`config.mk`:
```
export PLATFORM = sky130hd
export DESIGN_NAME = bzw_fifo
export DESIGN_NICKNAME = d
export VERILOG_FILES = /design/src/rtl/bzw_pkg.sv /design/src/rtl/bzw_fifo.sv
export SDC_FILE = /design/constraint.sdc
export NUM_CORES = 1
export LEC_CHECK = 0
export ABC_AREA = 0
export BUFFER_PORTS_ARGS = -buffer_cell sky130_fd_sc_hd__buf_4
export CAP_MARGIN = 10
export CORE_AREA = 2 2 122 124
export CTS_BUF_LIST = sky130_fd_sc_hd__clkbuf_8
export DETAILED_ROUTE_END_ITERATION = 10
export DIE_AREA = 0 0 124 126
export PLACE_DENSITY = 0.81
export SLEW_MARGIN = 10
export SYNTH_ARGS = -nofsm -noshare
export SYNTH_HDL_FRONTEND = slang
export SYNTH_SLANG_ARGS = --single-unit
```
`constraint.sdc`:
```
create_clock -name clk -period 3.2 [get_ports clk]
set_input_delay 0.48 -clock clk [delete_from_list [all_inputs] [get_ports clk]]
set_output_delay 0.48 -clock clk [all_outputs]
set_load 0.02 [all_outputs]
```
`src/rtl/bzw_pkg.sv`:
```
// Shared constants, register codes and types for the 2x bilinear window zoom.
package bzw_pkg;

	localparam int MAX_SIDE  = 512;
	localparam int MAX_WIDTH = 4096;

	localparam int PIX_W     = 8;
	localparam int POS_W     = 12;
	localparam int WIDTH_W   = 13;
	localparam int SIDE_REG_W = 10;
	localparam int SIDE_W    = $clog2(MAX_SIDE);
	localparam int COORD_W   = SIDE_W + 1;

	localparam int QDEPTH    = 4;
	localparam int QPTR_W    = $clog2(QDEPTH);
	localparam int QCNT_W    = $clog2(QDEPTH + 1);

	localparam int PADDR_W   = 4;
	localparam int PDATA_W   = 32;

	localparam logic [WIDTH_W-1:0]    IMAGE_WIDTH_RST = WIDTH_W'(640);
	localparam logic [SIDE_REG_W-1:0] SIDE_RST        = SIDE_REG_W'(1);

	typedef enum logic [1:0] {
		REG_IMAGE_WIDTH = 2'd0,
		REG_TOP_ROW     = 2'd1,
		REG_LEFT_COL    = 2'd2,
		REG_SIDE        = 2'd3
	} reg_idx_t;

	// output kinds, in emission order; also bit positions of the need mask
	typedef enum logic [1:0] {
		PH_CENTRE = 2'd0,
		PH_VERT   = 2'd1,
		PH_HORZ   = 2'd2,
		PH_COPY   = 2'd3
	} phase_t;

	typedef struct packed {
		logic [WIDTH_W-1:0]    image_width;	// clamped to 1..MAX_WIDTH
		logic [POS_W-1:0]      top_row;
		logic [POS_W-1:0]      left_col;
		logic [SIDE_REG_W-1:0] side;		// clamped to MAX_SIDE
	} cfg_t;

	typedef struct packed {
		logic [PIX_W-1:0]  p;
		logic [PIX_W-1:0]  l;
		logic [PIX_W-1:0]  al;
		logic [PIX_W-1:0]  a;
		logic [SIDE_W-1:0] wr;
		logic [SIDE_W-1:0] wc;
		logic [3:0]        need;
		logic              last;
	} entry_t;

endpackage

```
`src/rtl/bzw_fifo.sv`:
```
// Short item queue between front and back ends.
module bzw_fifo (
	input  logic            clk,
	input  logic            arst_n,
	input  logic            push,
	input  bzw_pkg::entry_t push_data,
	output logic            full,
	input  logic            pop,
	output logic            not_empty,
	output bzw_pkg::entry_t head
);

	bzw_pkg::entry_t            slot_q [bzw_pkg::QDEPTH];
	logic [bzw_pkg::QPTR_W-1:0] wptr_q, rptr_q;
	logic [bzw_pkg::QCNT_W-1:0] cnt_q;

	assign full      = cnt_q == bzw_pkg::QCNT_W'(bzw_pkg::QDEPTH);
	assign not_empty = cnt_q != '0;
	assign head      = slot_q[rptr_q];

	always_ff @(posedge clk or negedge arst_n) begin
		if (!arst_n) begin
			wptr_q <= '0;
			rptr_q <= '0;
			cnt_q  <= '0;
		end else begin
			if (push) begin
				wptr_q <= wptr_q + bzw_pkg::QPTR_W'(1);
			end
			if (pop) begin
				rptr_q <= rptr_q + bzw_pkg::QPTR_W'(1);
			end
			if (push && !pop) begin
				cnt_q <= cnt_q + bzw_pkg::QCNT_W'(1);
			end else if (pop && !push) begin
				cnt_q <= cnt_q - bzw_pkg::QCNT_W'(1);
			end
		end
	end

	always_ff @(posedge clk) begin
		if (push) begin
			slot_q[wptr_q] <= push_data;
		end
	end

endmodule

```
==> metrics.md <==
| Metric | Value |
|---|---|
| Run status | `complete, no violations` |
| Syn Area/Cell | `25.94 sq um` |
| Worst path top cell family by delay | `flip-flops` |
| Buffers plus inverters on the worst setup path | `2` |
| DIE WIDTH | `124 um` |
| Die area | `around 16,000 sq um` |
| Most common cell in the synthesized netlist | `edfxtp_1` |
| Synth cell types | `19` |
| Share of cells above drive strength 1 | `45.66%` |
| Fin crit period | `2.730 ns` |
| Gate Count Post-Synth | `approximately 320` |
| Synth Warn # | `0` |
| H-tree depth | `2` |
| Ys async rst share | `3.084%` |
| Final GP Congestion | `0.6808` |
| Routed WL | `14,400 um` |
| Netlist area before placement | `around 8300 sq um` |
| Startpoint type of the worst setup path | `flop` |
| DRT iter0 DRCs | `307` |
| Drt via density | `5.535` |
| Number of max-cap violations | `0` |
| Slew headroom | `54.16%` |
| Sequential area share after synthesis | `roughly four fifths` |
| Worst Hold Path Cells | `1` |
| Maximum clock path buffer count | `3` |
| Worst-path clk slew | `0.06 ns` |
| First-pass GRT wire length | `21,760 um` |
| Setup_tns | `0 ns` |
| Min-delay src | `push_data[49]` |
| Largest family of logic cells by synthesized area | `multiplexers` |
| Cell Area, Placed | `9480 sq um` |
| Max VDD drop | `0.0005473 V` |
| # IOs | `116` |
| DR pass1 iterations | `4` |
| R2r setup slk | `1.29 ns` |
| Kind of critical path | `flop to output pin` |
| Largest net degree at the start of global routing | `39` |
| Max Clk Rate | `366.3 MHz` |
| Pins Over Slew Limit | `0` |
| Int Pwr | `between 6 and 7 mW` |
| Synth Area in Simple Gates | `0.6011%` |
| Slew of the pin with the lowest slew margin | `roughly 0.69 ns` |
| Post-synth top area share | `79.35%` |
| HPWL after DPL | `between 8000 and 9000 um` |
| Synth Area in Compound Gates | `0.06011%` |
| Top FF cell, synth | `edfxtp_1` |
| Core Rows | `between 40 and 50` |
| Clock tree from TritonCTS | `done` |
| DRC | `0` |
| Post-synth top cells | `edfxtp_1 (220), mux4_2 (55), dfrtp_1 (7)` |
| # setup viols final | `0` |
| Avg WL per Cell | `about 21 um` |
| Adder-cell area share of the yosys netlist | `less than 1%` |
| Fin crit share | `85.31%` |
| Critical Path RT | `2.72 ns` |
| Number of global-route vias before repair | `3,973` |
| Root buffer cell | `clkbuf_8` |
| Inserted Clock Buffers | `36` |
| Antenna Cells | `0` |
| Length in cells of the worst reg-to-reg path | `4` |
| Cell Count, Final, Fillers Out | `679` |
| DR vias | `3,758` |
| I/O Buffers | `115` |
| Syn Nets | `around 390` |
| P&R area growth vs syn | `21.46%` |
| Die Ht | `about 130 um` |
| Worst flop-to-flop path startpoint | `wptr_q[0]` |
| Worst skew pair latency | `0.50 ns` |
| Mux contribution to synthesized area | `15.01%` |
| Power per cell area | `930.4 nW/um^2` |
| Finished Cell Area | `10,110 sq um` |
| Unrepaired setup endpoints after global routing | `no` |
| Starting Density | `between 50% and 60%` |
| Seq pwr share | `44.5%` |
| Final core occ | `70.65%` |
| Arr. time, crit path | `2.25 ns` |
| Worst path cell trace | `buf_12, mux4_2, buf_4` |
| GRT Overall Usage | `19.28%` |
| Core area | `14,310 sq um` |
| Post-synth EDFFs | `220` |
| NetSw | `2.924 mW` |
| Reg-to-Reg End | `slot_q[0][12]` |
| Filler Cell Count | `861` |
| Hold Path End | `slot_q[1][49]` |
| Grt total ovfl | `0` |
| Final hold violation count | `0` |
| Clock share of power | `between 20% and 30%` |
| Combinational power share | `33.3%` |
| Slowest stage cell, crit path | `dfrtp_4` |
| Nets | `535` |
| CP endpoint kind | `output pin` |
| Worst hold path type | `input port to flop` |
| Flops & latches, synth | `227` |
| Clk_skew | `0.02041 ns` |
| CTS Sinks | `about 230` |
| Largest stage delay on the critical path | `0.77 ns` |
| Worst-path fanout max | `26` |
| Post-synthesis xor/xnor area fraction | `0.6312%` |
| Final antenna-violating net count | `0` |
| Area leader, netlist | `edfxtp_1` |
| Number of cells after detailed placement | `615` |
| Dpl ws | `between 0.9 and 1 ns` |
| Setup WS post-layout | `0.4700 ns` |
| Sw Ratio | `31.08%` |
| Synth area leaders | `edfxtp_1 (79%), mux4_2 (15%), dfrtp_1 (2.1%)` |
| Antenna violations before repair | `0` |
| Static Leakage | `around 3.5 nW` |
area by class of cell:
cell class              count  area, sq um  area share [%]
flip-flops and latches    227         6787           67.11
multi-input cells          78         1445           14.29
repair buffers            123         1013           10.02
clock buffers              37        509.2           5.036
clock inverters            26        112.6           1.114
well taps                 184        230.2           2.277
inverters                   4        15.01          0.1485
logic make-up (layout without fill, tap and decap cells):
logic type                 Yosys count  after routing
DFF                                227            227
muxes                               56             56
buffers and inverters               16            190
and+or+nand+nor                      9              9
adders and majority gates            6              6
xor gates and xnor gates             6              6
AOI/OAI and AO/OA                    1              1
how the worst max path moves through the flow:
| stage | startpoint | end | slack [ns] | depth (start not counted) |
|---|---|---|---|---|
| after floorplan | wptr_q[0] | slot_q[2][0] | 0.86 | 3 |
| after global placement | rptr_q[0] | head[7] | 0.93 | 3 |
| after detailed placement | rptr_q[0] | head[10] | 0.93 | 3 |
| after CTS | rptr_q[0] | head[10] | 0.38 | 3 |
| after global routing | rptr_q[0] | head[11] | 0.30 | 3 |
| final | rptr_q[0] | head[10] | 0.47 | 3 |
through the flow:
stage,hold WS (ns),power [mW]
floorplan,0.1844,6.181
global placement,0.2962,7.344
detailed placement,0.2994,7.454
CTS,0.1398,9.545
global route,0.1406,9.872
finish,0.1778,9.408
placed cells by master, fill, tap and decap left out, drive strengths merged, types with 2 or more instances in the layout:
master / n
and2: 4
buf: 122
clkbuf: 37
clkinv: 12
clkinvlp: 2
dfrtp: 7
edfxtp: 220
ha: 5
inv: 16
mux4: 55
nand2: 2
xnor2: 2
xor2: 4
power by group through the flow:
| stage | sequential, mW | combinational [mW] | clock, mW |
|---|---|---|---|
| global placement | 4.21 | 3.13 | 0 |
| detailed placement | 4.26 | 3.19 | 0 |
| global route | 4.25 | 3.33 | 2.29 |
| finish | 4.19 | 3.13 | 2.09 |
| floorplan | 4.07 | 2.11 | 0 |
| CTS | 4.20 | 3.20 | 2.14 |
worst reg2reg max path, cell delays in order (launching register included):
cell and delay (ns):
dfrtp_1 0.42, inv_1 0.10, ha_1 0.14, and2_2 0.59, buf_12 0.32
routing by layer:
| layer | track usage, % | share of wire (%) |
|---|---|---|
| met1 | 26.47 | 42 |
| met2 | 30.80 | 50 |
| met3 | 5.299 | 6.0 |
| met4 | 5.882 | 1.6 |
| met5 | 0 | 0 |
flip-flops by register name, summed over array words and instances, names as in the netlist:
name	flops
rptr_q	2
slot_q	220
cnt_q	3
wptr_q	2
repair_timing:
action / CTS / global route
hold buffers: 1 / 0
hold endpoints to repair: 7 / 0
gates resized for setup: 0 / 0
setup buffers: 0 / 0
Power figures use the tool's default switching activity.
