===== src/rtl/bzw_pkg.sv =====
// Shared constants, register codes and types for the 2x bilinear window zoom.
package bzw_pkg;

	localparam int MAX_SIDE  = 512;
	localparam int MAX_WIDTH = 4096;

	localparam int PIX_W     = 8;
	localparam int POS_W     = 12;
	localparam int WIDTH_W   = 13;
	localparam int SIDE_REG_W = 10;
	localparam int SIDE_W    = $clog2(MAX_SIDE);
	localparam int COORD_W   = SIDE_W + 1;

	localparam int QDEPTH    = 4;
	localparam int QPTR_W    = $clog2(QDEPTH);
	localparam int QCNT_W    = $clog2(QDEPTH + 1);

	localparam int PADDR_W   = 4;
	localparam int PDATA_W   = 32;

	localparam logic [WIDTH_W-1:0]    IMAGE_WIDTH_RST = WIDTH_W'(640);
	localparam logic [SIDE_REG_W-1:0] SIDE_RST        = SIDE_REG_W'(1);

	typedef enum logic [1:0] {
		REG_IMAGE_WIDTH = 2'd0,
		REG_TOP_ROW     = 2'd1,
		REG_LEFT_COL    = 2'd2,
		REG_SIDE        = 2'd3
	} reg_idx_t;

	// output kinds, in emission order; also bit positions of the need mask
	typedef enum logic [1:0] {
		PH_CENTRE = 2'd0,
		PH_VERT   = 2'd1,
		PH_HORZ   = 2'd2,
		PH_COPY   = 2'd3
	} phase_t;

	typedef struct packed {
		logic [WIDTH_W-1:0]    image_width;	// clamped to 1..MAX_WIDTH
		logic [POS_W-1:0]      top_row;
		logic [POS_W-1:0]      left_col;
		logic [SIDE_REG_W-1:0] side;		// clamped to MAX_SIDE
	} cfg_t;

	typedef struct packed {
		logic [PIX_W-1:0]  p;
		logic [PIX_W-1:0]  l;
		logic [PIX_W-1:0]  al;
		logic [PIX_W-1:0]  a;
		logic [SIDE_W-1:0] wr;
		logic [SIDE_W-1:0] wc;
		logic [3:0]        need;
		logic              last;
	} entry_t;

endpackage


===== src/rtl/bzw_back.sv =====
// Back end: expands one queued item into its zoomed pixels, one per cycle unless stalled.
module bzw_back (
	input  logic                          clk,
	input  logic                          arst_n,
	input  logic                          head_valid,
	input  bzw_pkg::entry_t               head,
	output logic                          pop,
	output logic                          result_valid,
	input  logic                          result_stall,
	output logic [bzw_pkg::PIX_W-1:0]     out_pixel,
	output logic [bzw_pkg::COORD_W-1:0]   out_row,
	output logic [bzw_pkg::COORD_W-1:0]   out_col,
	output logic                          last
);

	logic [3:0]                   done_q, remaining;
	bzw_pkg::phase_t              cur;
	logic                         load;
	logic [bzw_pkg::PIX_W+1:0]    sum4;
	logic [bzw_pkg::PIX_W:0]      sum_v, sum_h;
	logic [bzw_pkg::COORD_W-1:0]  row2, col2, row2_m1, col2_m1;
	logic [bzw_pkg::PIX_W-1:0]    val_d;
	logic [bzw_pkg::COORD_W-1:0]  row_d, col_d;
	logic                         last_d;

	assign remaining = head.need & ~done_q;
	assign load      = head_valid & (~result_valid | ~result_stall);
	assign pop       = load & (cur == bzw_pkg::PH_COPY);

	always_comb begin
		priority if (remaining[bzw_pkg::PH_CENTRE]) begin
			cur = bzw_pkg::PH_CENTRE;
		end else if (remaining[bzw_pkg::PH_VERT]) begin
			cur = bzw_pkg::PH_VERT;
		end else if (remaining[bzw_pkg::PH_HORZ]) begin
			cur = bzw_pkg::PH_HORZ;
		end else begin
			cur = bzw_pkg::PH_COPY;
		end
	end

	assign sum4 = (bzw_pkg::PIX_W+2)'(2) + {2'b00, head.a} + {2'b00, head.al}
			+ {2'b00, head.l} + {2'b00, head.p};
	assign sum_v = {1'b0, head.a} + {1'b0, head.p} + (bzw_pkg::PIX_W+1)'(1);
	assign sum_h = {1'b0, head.l} + {1'b0, head.p} + (bzw_pkg::PIX_W+1)'(1);

	assign row2    = {head.wr, 1'b0};
	assign col2    = {head.wc, 1'b0};
	assign row2_m1 = row2 - bzw_pkg::COORD_W'(1);
	assign col2_m1 = col2 - bzw_pkg::COORD_W'(1);

	always_comb begin
		unique case (cur)
			bzw_pkg::PH_CENTRE: begin
				val_d  = sum4[bzw_pkg::PIX_W+1:2];
				row_d  = row2_m1;
				col_d  = col2_m1;
				last_d = 1'b0;
			end
			bzw_pkg::PH_VERT: begin
				val_d  = sum_v[bzw_pkg::PIX_W:1];
				row_d  = row2_m1;
				col_d  = col2;
				last_d = 1'b0;
			end
			bzw_pkg::PH_HORZ: begin
				val_d  = sum_h[bzw_pkg::PIX_W:1];
				row_d  = row2;
				col_d  = col2_m1;
				last_d = 1'b0;
			end
			default: begin
				val_d  = head.p;
				row_d  = row2;
				col_d  = col2;
				last_d = head.last;
			end
		endcase
	end

	always_ff @(posedge clk or negedge arst_n) begin
		if (!arst_n) begin
			done_q       <= '0;
			result_valid <= 1'b0;
		end else begin
			if (pop) begin
				done_q <= '0;
			end else if (load) begin
				done_q <= done_q | (4'b0001 << cur);
			end
			if (load) begin
				result_valid <= 1'b1;
			end else if (!result_stall) begin
				result_valid <= 1'b0;
			end
		end
	end

	always_ff @(posedge clk) begin
		if (load) begin
			out_pixel <= val_d;
			out_row   <= row_d;
			out_col   <= col_d;
			last      <= last_d;
		end
	end

endmodule


===== config.mk =====
export PLATFORM = sky130hd
export DESIGN_NAME = bzw_back
export DESIGN_NICKNAME = d
export VERILOG_FILES = /design/src/rtl/bzw_pkg.sv /design/src/rtl/bzw_back.sv
export SDC_FILE = /design/constraint.sdc
export NUM_CORES = 1
export LEC_CHECK = 0
export BUFFER_PORTS_ARGS = -buffer_cell sky130_fd_sc_hd__buf_2
export CAP_MARGIN = 15
export CORE_MARGIN = 4
export CORE_UTILIZATION = 53
export CTS_BUF_LIST = sky130_fd_sc_hd__clkbuf_16
export DETAILED_ROUTE_END_ITERATION = 8
export PLACE_DENSITY_LB_ADDON = 0.25
export SLEW_MARGIN = 20
export SYNTH_ARGS = -nofsm -noshare
export SYNTH_HDL_FRONTEND = slang
export SYNTH_SLANG_ARGS = --single-unit
export TNS_END_PERCENT = 20

===== constraint.sdc =====
create_clock -name clk -period 4.9 [get_ports clk]
set_clock_uncertainty 0.2 [all_clocks]
set_input_delay 0.49 -clock clk [delete_from_list [all_inputs] [get_ports clk]]
set_output_delay 0.49 -clock clk [all_outputs]
set_load 0.01 [all_outputs]

==> flow_metrics.env <==
export IMPL_crit_type="input pin to flop"
export IMPL_p_sw_share_pct=35.8
export IMPL_num_fill_cells=461
export IMPL_synth_top_family_by_area="adder cells"
export IMPL_arrival_ns=3.27
export IMPL_gp_congestion=0.828
export IMPL_yosys_warnings=0
export IMPL_clock_latency_ns=0.27
export IMPL_cp_max_fo=7
export IMPL_ant_nets=0
export IMPL_clock_sinks=33
export IMPL_topRoutingLayerUsed="met4"
export IMPL_num_rows=27
export IMPL_start_util_pct=54.3
export IMPL_hp_start="head_valid"
export IMPL_timing_rr_start="done_q[0]"
export IMPL_wl_met3_um=424
export IMPL_cp_end_kind="flop"
export IMPL_core_area_um2=5470
export IMPL_reg2reg_to="out_row[9]"
export IMPL_seqPwrFrac_pct=31.9
export IMPL_cts_tree="yes"
export IMPL_finalHoldViolations=0
export IMPL_placed_cells=473
export IMPL_drt_met1_wl_um=2930
export IMPL_avgRoutedWirePerCell_um=13.7
export IMPL_switching_power_uw=440
export IMPL_fin_cells=482
export IMPL_intPower_uw=788
export IMPL_ys_ff_latch=33
export IMPL_post_cts_buffers=0
export IMPL_slew_headroom_pct=44.4
export IMPL_io_pins=90
export IMPL_max_freq_ghz=0.288
export IMPL_status="finished clean"
export IMPL_startpoint_type="input pin"
export IMPL_yosysUniqueCellTypes=51
export IMPL_p_comb_share_pct=45.0
export IMPL_synth_most_common_cell="inv_1"
export IMPL_synth_common_cells="inv_1 (56), edfxtp_1 (29), nor2_1 (26)"
export IMPL_vdd_drop_max_uv=198
export IMPL_drc=0
export IMPL_tns_ns=0
export IMPL_synth_xor_area_share_pct=7.37
export IMPL_yosysTopAreaCell="edfxtp_1"
export IMPL_reg2regPathDepth=6
export IMPL_whs_path_depth=2
export IMPL_diodes=0
export IMPL_vias_per_cell=5.28
export IMPL_p_per_area_nw_per_um2=336
export IMPL_min_to="result_valid"
export IMPL_fp_dieArea_um2=6870
export IMPL_grt_usage_pct=19.5
export IMPL_first_iter_violations=150
export IMPL_vias=2544
export IMPL_root_buffer="clkbuf_16"
export IMPL_dp_hpwl_um=5490
export IMPL_cp_required_ns=4.70
export IMPL_port_buffers=88
export IMPL_area_delta_synth_final_pct=22.8
export IMPL_die_y_um=82.9
export IMPL_pwr_share_clk_pct=23.1
export IMPL_drtPass1Iterations=4
export IMPL_cap_viol_max_count=0
export IMPL_clockBufferDepth=2
export IMPL_yosysSeqAreaShare_pct=32.7
export IMPL_path_clk_slew_ns=0.05
export IMPL_synth_fa_ha_area_share_pct=22.0
export IMPL_synth_mux_area_share_pct=0.337
export IMPL_yosys_area_share_simple_pct=14.6
export IMPL_syn_inst=315
export IMPL_synth_compound_area_share_pct=15.5
export IMPL_grt_overflow=0
export IMPL_grt_start_max_net_pins=34
export IMPL_synth_top_area_share_pct=29.3
export IMPL_rsz0062_at_grt="false"
export IMPL_hp_class="input pin to flop"
export IMPL_multi_input_area_um2=1780
export IMPL_fin_crit_ns=3.47
export IMPL_grt_pass1_wl_um=11100
export IMPL_grt_pass1_vias=2467
export IMPL_wl_met2_um=3190
export IMPL_cts_buffers=5
export IMPL_p_leak_uw=0.00175
export IMPL_synth_edff_count=29
export IMPL_synth_main_ff_cell="edfxtp_1"
export IMPL_avgSynthCellArea_um2=9.44
export IMPL_setup_violations_final=0
export IMPL_max_slew_worst_pin_slew_ns=0.831
export IMPL_r2r_slack_ns=2.05
export IMPL_num_nets_final=510
export IMPL_seq_area_um2=971
export IMPL_synth_nets=416
export IMPL_final_layout_size_suffix_gt1_share_pct=26.1
export IMPL_async_reset_ff_share_pct=12.1
export IMPL_netlist_area_um2=2970
export IMPL_antenna_found_initial=0
export IMPL_timing_final_crit_share_pct=70.8
export IMPL_synthTopCellsByArea="edfxtp_1 (29%), fa_1 (11%), ha_1 (11%), inv_1 (7.1%), xnor2_1 (5.0%)"
export IMPL_h_tree_depth=2
export IMPL_slew_viol_final=0
export IMPL_routed_wl_um=6600
export IMPL_die_w_um=82.9
metrics by stage:
step	worst slack [ns]	instance area (µm²)	util (%)	power, µW	hold WS, ns
floorplan	0.888	2970	-	793	-0.00559
global placement	1.18	3500	64.0	932	0.104
detailed placement	1.16	3500	64.0	946	0.108
CTS	1.43	3650	66.7	1230	0.214
global route	1.09	3650	66.7	1330	0.212
finish	1.43	3650	66.7	1230	0.213
cell usage in the layout (no fill, tap or decap), types with 3 or more instances in the layout:
cell type / netlist / layout
a211oi_1: 5 / 5
a21oi_1: 20 / 20
a31oi_1: 4 / 4
buf_2: 1 / 88
clkbuf_16: 0 / 5
dfrtp_1: 4 / 4
edfxtp_1: 29 / 29
fa_1: 17 / 17
ha_1: 25 / 25
inv_1: 56 / 56
nand2_1: 14 / 14
nand2b_1: 6 / 6
nand3_1: 6 / 6
nand3b_1: 3 / 3
nor2_1: 26 / 26
nor2b_1: 4 / 4
nor3_1: 9 / 9
nor4_1: 4 / 4
o21a_1: 4 / 4
o21ai_0: 12 / 12
o22ai_1: 3 / 3
or3_1: 3 / 3
xnor2_1: 17 / 17
xor2_1: 8 / 8
power by group through the flow:
stage          logic (µW)  registers [µW]  clock network, µW
6_report              552             392                283
5_1_grt               625             398                306
3_5_place_dp          550             396                  0
4_1_cts               554             392                287
2_1_floorplan         378             415                  0
3_3_place_gp          536             396                  0
critical path, cell delays in order:
cell,delay [ns]
buf_2,0.09
inv_1,0.05
fa_1,0.50
fa_1,0.51
inv_1,0.04
ha_1,0.34
nor3_1,0.07
a2111oi_2,0.48
o21ai_2,0.19
o211a_1,0.24
o21ai_0,0.15
o2111ai_1,0.12
registers in the layout, summed over array words and instances, names as in the netlist:
signal	cells
out_col	10
out_row	10
out_pixel	8
done_q	3
last	1
result_valid	1
routing by layer:
metal,vias up,track usage [%]
li1,1277,-
met5,-,0
met3,4,4.07
met2,90,34.1
met1,1173,24.4
met4,0,4.90
cells by family after synthesis:
| logic type | Yosys count |
|---|---|
| and+or+nand+nor | 86 |
| AOI/OAI and AO/OA | 68 |
| buffers and inverters | 60 |
| adders and majority gates | 42 |
| DFF | 33 |
| xor gates and xnor gates | 25 |
| muxes | 1 |
worst max-delay path by stage:
stage                              end        from  cells past startpoint
after floorplan                    pop  head_valid                      2
after global placement    out_pixel[7]    head[25]                     12
after detailed placement  out_pixel[7]    head[25]                     12
after CTS                 out_pixel[7]    head[25]                     12
after global routing      out_pixel[5]    head[25]                     12
final                     out_pixel[5]    head[25]                     12
what timing repair did:
| item | in CTS | in global routing |
|---|---|---|
| gates resized for setup | 0 | 0 |
| hold buffers | 1 | 0 |
| endpoints found under the hold margin | 4 | 0 |
cell type report:
class / count / area share [%]
clock inverter: 3 / 0.343
tap: 72 / 2.47
inverter: 57 / 5.86
sequential: 33 / 26.6
timing repair buffer: 90 / 12.5
clock buffer: 5 / 3.43
multi-input combinational: 222 / 48.7
Note: power is estimated with default switching activity, not from simulation.
